## src/rtl/gic_pkg.sv

```systemverilog
// Package for the gamepad input conditioner: beat widths, field offsets,
// register indexes, reset values and the sequencer state type.
// No dependencies; used by the top level and by its checker.
`default_nettype none

package gic_pkg;

    // Field widths
    localparam int BTN_RAW_W = 12;
    localparam int BTN_W     = 14;
    localparam int AXIS_W    = 8;
    localparam int CFG_W     = 7;
    localparam int DIR_W     = 4;
    localparam int CFG_ADDR_W = 2;

    // Input beat: raw_buttons, raw_x, raw_y, query_mask (low to high)
    localparam int S_RAWB_LSB  = 0;
    localparam int S_RAWX_LSB  = S_RAWB_LSB + BTN_RAW_W;
    localparam int S_RAWY_LSB  = S_RAWX_LSB + AXIS_W;
    localparam int S_MASK_LSB  = S_RAWY_LSB + AXIS_W;
    localparam int S_TDATA_W   = 48;
    localparam int S_TUSER_W   = 1;

    // Output beat: pressed, went_down, went_up, held, stick_x, stick_y,
    // direction, direction_new (low to high)
    localparam int M_PRESS_LSB = 0;
    localparam int M_DOWN_LSB  = M_PRESS_LSB + BTN_W;
    localparam int M_UP_LSB    = M_DOWN_LSB + BTN_W;
    localparam int M_HELD_LSB  = M_UP_LSB + BTN_W;
    localparam int M_SX_LSB    = M_HELD_LSB + BTN_W;
    localparam int M_SY_LSB    = M_SX_LSB + AXIS_W;
    localparam int M_DIR_LSB   = M_SY_LSB + AXIS_W;
    localparam int M_DNEW_LSB  = M_DIR_LSB + DIR_W;
    localparam int M_TDATA_W   = M_DNEW_LSB + DIR_W;

    // Register indexes on the configuration channel
    localparam logic [CFG_ADDR_W-1:0] REG_DEAD_ZONE = 2'd0;
    localparam logic [CFG_ADDR_W-1:0] REG_RANGE     = 2'd1;
    localparam logic [CFG_ADDR_W-1:0] REG_THRESHOLD = 2'd2;

    // Register reset values
    localparam logic [CFG_W-1:0] DEAD_ZONE_RST = 7'd36;
    localparam logic [CFG_W-1:0] RANGE_RST     = 7'd80;
    localparam logic [CFG_W-1:0] THRESHOLD_RST = 7'd40;

    // Axis center and quotient bits of the axis divider
    localparam logic [AXIS_W-1:0] AXIS_CENTER = 8'd128;
    localparam int QUO_W = 7;

    typedef enum logic [1:0] {
        ST_IDLE,
        ST_MUL,
        ST_DIV,
        ST_FIN
    } gic_state_t;

endpackage : gic_pkg

`default_nettype wire

```

## src/rtl/gamepad_input_conditioner_top.sv

```systemverilog
// Gamepad input conditioner top level: button remap, edge detection, stick
// deadzone and rescale through a bit-serial divider per axis.
// Depends on gic_pkg.
//
//  channel | dir | handshake              | payload
//  --------+-----+------------------------+-------------------------------------
//  s_      | in  | s_tvalid / s_tready    | s_tdata, s_tuser (sample_ok)
//  m_      | out | m_tvalid / m_tready    | m_tdata
//  cfg_    | in  | cfg_valid / cfg_ready  | cfg_addr, cfg_wdata
//
// From acceptance to the result register a beat passes ST_MUL to multiply,
// seven ST_DIV restoring-divide steps (one quotient bit per step in each axis
// divider) and ST_FIN to update state; s_tready rises again the next cycle, so
// one beat is through before the next. A new beat is taken once the result is
// loaded, even while it waits on m_tready; a result still waiting holds ST_FIN.
// Reset (aresetn low, synchronous) restores the registers and clears state.
`default_nettype none

module gamepad_input_conditioner_top (
    input  wire logic                          aclk,
    input  wire logic                          aresetn,
    input  wire logic                          s_tvalid,
    output logic                               s_tready,
    // raw_buttons[11:0], raw_x[19:12], raw_y[27:20], query_mask[41:28], zero pad
    input  wire logic [gic_pkg::S_TDATA_W-1:0] s_tdata,
    // sample_ok[0]
    input  wire logic [gic_pkg::S_TUSER_W-1:0] s_tuser,
    output logic                               m_tvalid,
    input  wire logic                          m_tready,
    // pressed[13:0], went_down[27:14], went_up[41:28], held[55:42],
    // stick_x[63:56], stick_y[71:64], direction[75:72], direction_new[79:76]
    output logic [gic_pkg::M_TDATA_W-1:0]      m_tdata,
    input  wire logic                          cfg_valid,
    output logic                               cfg_ready,
    input  wire logic [gic_pkg::CFG_ADDR_W-1:0] cfg_addr,
    input  wire logic [gic_pkg::CFG_W-1:0]     cfg_wdata
);
    import gic_pkg::*;

    gic_state_t state_reg, state_next;

    logic [CFG_W-1:0] dead_zone_reg, range_reg, threshold_reg;

    // Captured sample
    logic                 ok_reg;
    logic [BTN_RAW_W-1:0] raw_btn_reg;
    logic [AXIS_W-1:0]    raw_axis_reg [2];
    logic [BTN_W-1:0]     mask_reg;

    // Block state; the current values also serve as the previous ones
    // when the next beat is conditioned
    logic [BTN_W-1:0]        cur_btn_reg;
    logic signed [AXIS_W-1:0] cur_sx_reg, cur_sy_reg;

    // Axis divider datapath, index 0 is X, 1 is Y
    logic [QUO_W-1:0]  num_lo_reg [2];
    logic [QUO_W-1:0]  num_lo_next [2];
    logic [AXIS_W-1:0] rem_reg [2];
    logic [AXIS_W-1:0] rem_next [2];
    logic [QUO_W-1:0]  quo_reg [2];
    logic [QUO_W-1:0]  quo_next [2];
    logic              zero_reg [2];
    logic              zero_next [2];
    logic              neg_reg [2];
    logic              neg_next [2];
    logic [2:0]        cnt_reg, cnt_next;

    logic              m_tvalid_reg, m_tvalid_next;
    logic [M_TDATA_W-1:0] m_tdata_reg;

    logic accept, load_out;

    logic [AXIS_W-1:0] den;
    logic [AXIS_W-1:0] mag [2];
    logic [AXIS_W-1:0] excess [2];
    logic [14:0]       prod [2];
    logic [AXIS_W:0]   trial [2];
    logic [AXIS_W:0]   diff [2];

    logic [BTN_W-1:0]         new_btn;
    logic signed [AXIS_W-1:0] new_sx, new_sy;
    logic [BTN_W-1:0]         nxt_btn;
    logic signed [AXIS_W-1:0] nxt_sx, nxt_sy;
    logic [DIR_W-1:0]         old_dir, nxt_dir;
    logic [M_TDATA_W-1:0]     out_beat;

    // Direction bits from a stick pair and a button vector
    function automatic logic [DIR_W-1:0] dir_of(
        input logic [BTN_W-1:0]         btn,
        input logic signed [AXIS_W-1:0] sx,
        input logic signed [AXIS_W-1:0] sy,
        input logic [CFG_W-1:0]         thr
    );
        logic signed [AXIS_W-1:0] pos_t;
        logic signed [AXIS_W-1:0] neg_t;
        logic [DIR_W-1:0]         r;
        pos_t = $signed({1'b0, thr});
        neg_t = -pos_t;
        r[0] = (sy > pos_t) || btn[4];
        r[1] = (sy < neg_t) || btn[5];
        r[2] = (sx > pos_t) || btn[7];
        r[3] = (sx < neg_t) || btn[6];
        return r;
    endfunction

    assign cfg_ready = 1'b1;

    // Configuration writes; unknown indexes fall through
    always_ff @(posedge aclk) begin
        if (!aresetn) begin
            dead_zone_reg <= DEAD_ZONE_RST;
            range_reg     <= RANGE_RST;
            threshold_reg <= THRESHOLD_RST;
        end else if (cfg_valid) begin
            unique case (cfg_addr)
                REG_DEAD_ZONE: dead_zone_reg <= cfg_wdata;
                REG_RANGE:     range_reg     <= cfg_wdata;
                REG_THRESHOLD: threshold_reg <= cfg_wdata;
                default: ;
            endcase
        end
    end

    // Handshake controls
    always_comb begin
        s_tready = (state_reg == ST_IDLE);
        accept   = s_tvalid && s_tready;
        load_out = (state_reg == ST_FIN) && (!m_tvalid_reg || m_tready);
    end

    // Next state
    always_comb begin
        state_next = state_reg;
        unique case (state_reg)
            ST_IDLE: if (accept) state_next = ST_MUL;
            ST_MUL:  state_next = ST_DIV;
            ST_DIV:  if (cnt_reg == 3'(QUO_W - 1)) state_next = ST_FIN;
            ST_FIN:  if (load_out) state_next = ST_IDLE;
            default: state_next = ST_IDLE;
        endcase
    end

    always_ff @(posedge aclk) begin
        if (!aresetn) begin
            state_reg <= ST_IDLE;
        end else begin
            state_reg <= state_next;
        end
    end

    // Capture the sample beat
    always_ff @(posedge aclk) begin
        if (accept) begin
            ok_reg          <= s_tuser[0];
            raw_btn_reg     <= s_tdata[S_RAWB_LSB +: BTN_RAW_W];
            raw_axis_reg[0] <= s_tdata[S_RAWX_LSB +: AXIS_W];
            raw_axis_reg[1] <= s_tdata[S_RAWY_LSB +: AXIS_W];
            mask_reg        <= s_tdata[S_MASK_LSB +: BTN_W];
        end
    end

    // Divisor: 128 - dead_zone, never zero
    assign den = AXIS_CENTER - {1'b0, dead_zone_reg};

    // Axis datapath: magnitude and product, then one quotient bit per cycle.
    // Since (m - dz) <= den, the quotient never exceeds the range, so it fits
    // in seven bits and the top seven dividend bits start below den.
    always_comb begin
        for (int a = 0; a < 2; a++) begin
            mag[a]    = raw_axis_reg[a][7] ? {1'b0, raw_axis_reg[a][6:0]}
                                           : AXIS_CENTER - raw_axis_reg[a];
            excess[a] = mag[a] - {1'b0, dead_zone_reg};
            prod[a]   = 15'(excess[a]) * 15'(range_reg);
            trial[a]  = {rem_reg[a], num_lo_reg[a][QUO_W-1]};
            diff[a]   = trial[a] - {1'b0, den};

            num_lo_next[a] = num_lo_reg[a];
            rem_next[a]    = rem_reg[a];
            quo_next[a]    = quo_reg[a];
            zero_next[a]   = zero_reg[a];
            neg_next[a]    = neg_reg[a];

            unique case (state_reg)
                ST_MUL: begin
                    zero_next[a]   = (mag[a] <= {1'b0, dead_zone_reg});
                    neg_next[a]    = !raw_axis_reg[a][7];
                    rem_next[a]    = {1'b0, prod[a][13:7]};
                    num_lo_next[a] = prod[a][6:0];
                    quo_next[a]    = '0;
                end
                ST_DIV: begin
                    num_lo_next[a] = {num_lo_reg[a][QUO_W-2:0], 1'b0};
                    if (trial[a] >= {1'b0, den}) begin
                        rem_next[a] = diff[a][AXIS_W-1:0];
                        quo_next[a] = {quo_reg[a][QUO_W-2:0], 1'b1};
                    end else begin
                        rem_next[a] = trial[a][AXIS_W-1:0];
                        quo_next[a] = {quo_reg[a][QUO_W-2:0], 1'b0};
                    end
                end
                default: ;
            endcase
        end
        cnt_next = (state_reg == ST_DIV) ? cnt_reg + 3'd1 : 3'd0;
    end

    always_ff @(posedge aclk) begin
        for (int a = 0; a < 2; a++) begin
            num_lo_reg[a] <= num_lo_next[a];
            rem_reg[a]    <= rem_next[a];
            quo_reg[a]    <= quo_next[a];
            zero_reg[a]   <= zero_next[a];
            neg_reg[a]    <= neg_next[a];
        end
    end

    always_ff @(posedge aclk) begin
        if (!aresetn) begin
            cnt_reg <= '0;
        end else begin
            cnt_reg <= cnt_next;
        end
    end

    // Conditioned sample and the state after this beat
    always_comb begin
        new_btn = {raw_btn_reg[1], raw_btn_reg[2], raw_btn_reg};
        if (zero_reg[0]) begin
            new_sx = '0;
        end else if (neg_reg[0]) begin
            new_sx = -$signed({1'b0, quo_reg[0]});
        end else begin
            new_sx = $signed({1'b0, quo_reg[0]});
        end
        // Y grows downward on the pad, so flip its sign
        if (zero_reg[1]) begin
            new_sy = '0;
        end else if (neg_reg[1]) begin
            new_sy = $signed({1'b0, quo_reg[1]});
        end else begin
            new_sy = -$signed({1'b0, quo_reg[1]});
        end

        nxt_btn = ok_reg ? new_btn : cur_btn_reg;
        nxt_sx  = ok_reg ? new_sx  : cur_sx_reg;
        nxt_sy  = ok_reg ? new_sy  : cur_sy_reg;
        old_dir = dir_of(cur_btn_reg, cur_sx_reg, cur_sy_reg, threshold_reg);
        nxt_dir = dir_of(nxt_btn, nxt_sx, nxt_sy, threshold_reg);

        out_beat = {
            nxt_dir & ~old_dir,
            nxt_dir,
            nxt_sy,
            nxt_sx,
            nxt_btn & cur_btn_reg & mask_reg,
            ~nxt_btn & cur_btn_reg & mask_reg,
            nxt_btn & ~cur_btn_reg & mask_reg,
            nxt_btn & mask_reg
        };
    end

    // Update state when the result is loaded
    always_ff @(posedge aclk) begin
        if (!aresetn) begin
            cur_btn_reg  <= '0;
            cur_sx_reg   <= '0;
            cur_sy_reg   <= '0;
        end else if (load_out) begin
            cur_btn_reg  <= nxt_btn;
            cur_sx_reg   <= nxt_sx;
            cur_sy_reg   <= nxt_sy;
        end
    end

    // Output register
    always_comb begin
        if (load_out) begin
            m_tvalid_next = 1'b1;
        end else if (m_tready) begin
            m_tvalid_next = 1'b0;
        end else begin
            m_tvalid_next = m_tvalid_reg;
        end
    end

    always_ff @(posedge aclk) begin
        if (!aresetn) begin
            m_tvalid_reg <= 1'b0;
        end else begin
            m_tvalid_reg <= m_tvalid_next;
        end
    end

    always_ff @(posedge aclk) begin
        if (load_out) begin
            m_tdata_reg <= out_beat;
        end
    end

    assign m_tvalid = m_tvalid_reg;
    assign m_tdata  = m_tdata_reg;

endmodule : gamepad_input_conditioner_top

`default_nettype wire

```

## config.mk

```make
export PLATFORM = sky130hd
export DESIGN_NAME = gamepad_input_conditioner_top
export DESIGN_NICKNAME = d
export VERILOG_FILES = /design/src/rtl/gic_pkg.sv /design/src/rtl/gamepad_input_conditioner_top.sv
export SDC_FILE = /design/constraint.sdc
export NUM_CORES = 1
export LEC_CHECK = 0
export ABC_AREA = 1
export BUFFER_PORTS_ARGS = -buffer_cell sky130_fd_sc_hd__buf_2
export CORE_UTILIZATION = 61
export DETAILED_ROUTE_END_ITERATION = 7
export GPL_ROUTABILITY_DRIVEN = 0
export PLACE_DENSITY = 0.93
export SLEW_MARGIN = 20
export SYNTH_ARGS = -nofsm -noshare
export SYNTH_HDL_FRONTEND = slang
export SYNTH_SLANG_ARGS = --single-unit
```

## constraint.sdc

```tcl
create_clock -name aclk -period 7.15 [get_ports aclk]
set_input_delay 0.715 -clock aclk [delete_from_list [all_inputs] [get_ports aclk]]
set_output_delay 0.715 -clock aclk [all_outputs]
set_load 0.05 [all_outputs]
```

==> metrics.txt <==
status finished, final reports clean; synthesized netlist net count 2036; post-synth cell types 49; worst vdd ir 1.01 mV; sequential share of the synthesized area 40.6%; CTS Sinks 228; postcts setup bufs 0; Area Growth Syn to Fin 11.6%; Yosys reg bits 228; RSZ-0062 raised after global routing no; Inserted Clock Buffers 24; Pre-antenna DRT Iters 6; Die Ht 161 um; Synth top cells by count nand2_1, inv_1, edfxtp_1; Worst EP required 7.42 ns; CORE AREA 24600 um2; actual slew at the worst max-slew pin 1.07 ns; clk slew on worst S/H paths 0.07 ns; Syn Inst Count 1753; post-synth top area share 33.3%; Clock Tree Root clkbuf_16; post-synthesis async set-or-reset flop share 0%; vias in the first global route 13600; slowest cell on the critical path xor2_1; Fin Setup TNS 0 ns; largest delay contributor family on the critical path adder cells; number of flops mapped to enable cells by yosys 171; fmax 155 MHz; Routed WL per cell 19.0 um; Final setup viols 0; antenna cells 0; HP Class primary input to flop; Avg Cell Area, Syn 8.81 um2; Fin. Hold Viols 0; R2R cell count 29; switching share of power 48.0%; Final min period 6.47 ns; NumNets Final 2169; Yosys warning count 0; CTS tree done; clock skew 0.0356 ns; number of cells on the worst hold path 1; area leader, netlist edfxtp_1; Initial Util 62.8%; H-tree levels 1; Psw 4.25 mW; Final Power 8.85 mW; Leak 8.31 nW; DRC violations left 0; crit path capture type flop; initial antenna violation count 0; Clock Latency Late Sink 0.56 ns; Critical Path Fanout Max 7; period utilisation layout 90.5%; antenna-violating nets left 0; GRT Total Usage 32.7%; Post-CTS Hold Fix Bufs 0; grt total ovfl 0; routed vias 13600; Largest register FFs 80; maximum clock insertion buffer count 3; most common cell in the synthesized netlist nand2_1; synth top area cells edfxtp_1, ha_1, fa_1; largest net degree at the start of global routing 100; reg2reg setup slack 0.68 ns; initial drt markers 1952; IO Port Bufs 138; sequential cell fraction of total power 24.5%; Max stage delay on crit path 0.57 ns; Synth Flop Type edfxtp_1; Setup Crit Path Kind flop to flop; Slew Limit Fails 0; Worst EP arrival 6.74 ns; P_int 4.60 mW; final WL 42.4 mm; via/cell ratio 6.10; post-synth design cell area 15400 um2; first-pass GRT wire length 67.2 mm; Pwr Density 513 nW/um2; Site Rows 57; Post-CTS Resized 0; Crit path depth 29; Comb power frac 60.5%; die width 161 um; clock network power share 15.1%; crit-path most repeated cell inv_1; CP startpoint kind flop; detailed placer's ending HPWL 29.5 mm; io pins 146; max_cap viols 0; share of layout cells above drive strength 1 11.1%; Crit path buffers/inverters 7; relative slew slack 28.6%; die area 26000 um2
-- routing by layer --
layer  part of all wire, %  global-route usage [%]  vias to the layer above
met3                    10                    7.65                      289
met1                    34                    36.5                     6258
met4                   7.5                    22.6                        0
met2                    48                    55.5                      976
met5                     0                       0                        -
li1                      -                       -                     6062
-- metrics by stage --
step / hold WS, ns / utilization, % / std cells / instance area, um2 / setup slack (ns)
5_1_grt: 0.328 / 70.0 / 2227 / 17200 / 0.277
4_1_cts: 0.342 / 70.0 / 2227 / 17200 / 0.801
6_report: 0.328 / 70.0 / 2227 / 17200 / 0.679
3_3_place_gp: 0.429 / 66.6 / 2184 / 16400 / 1.14
3_5_place_dp: 0.442 / 66.6 / 2184 / 16400 / 0.916
2_1_floorplan: 0.417 / - / 1753 / 15400 / 1.61
-- power groups by stage --
stage	Combinational (mW)	Sequential [mW]	Clock, mW
2_1_floorplan	3.79	2.31	0
3_3_place_gp	4.88	2.16	0
3_5_place_dp	5.18	2.18	0
4_1_cts	5.28	2.16	1.32
5_1_grt	5.97	2.19	1.39
6_report	5.35	2.16	1.33
-- worst reg2reg max path: cells and delay by family, from the launching register on --
family,cells,cell delay (ns)
AO/OA/AOI/OAI,5,0.76
XOR/XNOR,1,0.57
adder cells (fa/ha/maj),7,3.02
buffers and inverters,7,0.45
flip-flops,1,0.31
AND/OR/NAND/NOR,9,1.12
-- placed cells by master (no fill, tap or decap), drive strengths merged, types with 2 or more instances in the layout --
cell and instances:
a21boi 2, a21o 2, a21oi 132, a31oi 6, buf 141, bufinv 4
clkbuf 28, clkinv 13, dfxtp 57, edfxtp 171, fa 60, ha 160
inv 305, nand2 309, nand2b 2, nand3 90, nand3b 3, nand4 8
nor2 161, nor3 62, nor4 4, o211ai 11, o21ai 99, o21bai 4
o22ai 9, or2 3, xnor2 11, xor2 39
-- layout make-up --
type,instances,area [um2]
Sequential cell,228,6280
Clock buffer,28,626
Tap cell,324,405
Fill cell,1625,7370
Timing Repair Buffer,141,717
Inverter,308,1160
Clock inverter,15,205
Multi-Input combinational cell,1183,7840
-- cell families (layout without fill, tap and decap cells) --
logic type	count (synthesis)	after routing	synth area share, %
xor gates and xnor gates	50	50	2.84
buffers and inverters	342	492	8.61
other	1	1	0.0243
and+or+nand+nor	642	642	17.6
AOI/OAI and AO/OA	270	270	9.50
DFF	228	228	40.6
adders and majority gates	220	220	20.7
-- final timing paths --
path | from | to
max | raw_axis_reg[0][8]$_DFFE_PP_ | rem_reg[0][12]$_DFFE_PP_
min | s_tdata[4] | raw_btn_reg[4]$_DFFE_PP_
max reg2reg | raw_axis_reg[0][8]$_DFFE_PP_ | rem_reg[0][12]$_DFFE_PP_
min reg2reg | cnt_reg[0]$_SDFF_PN0_ | cnt_reg[0]$_SDFF_PN0_
Note: power is estimated with default switching activity, not from simulation.
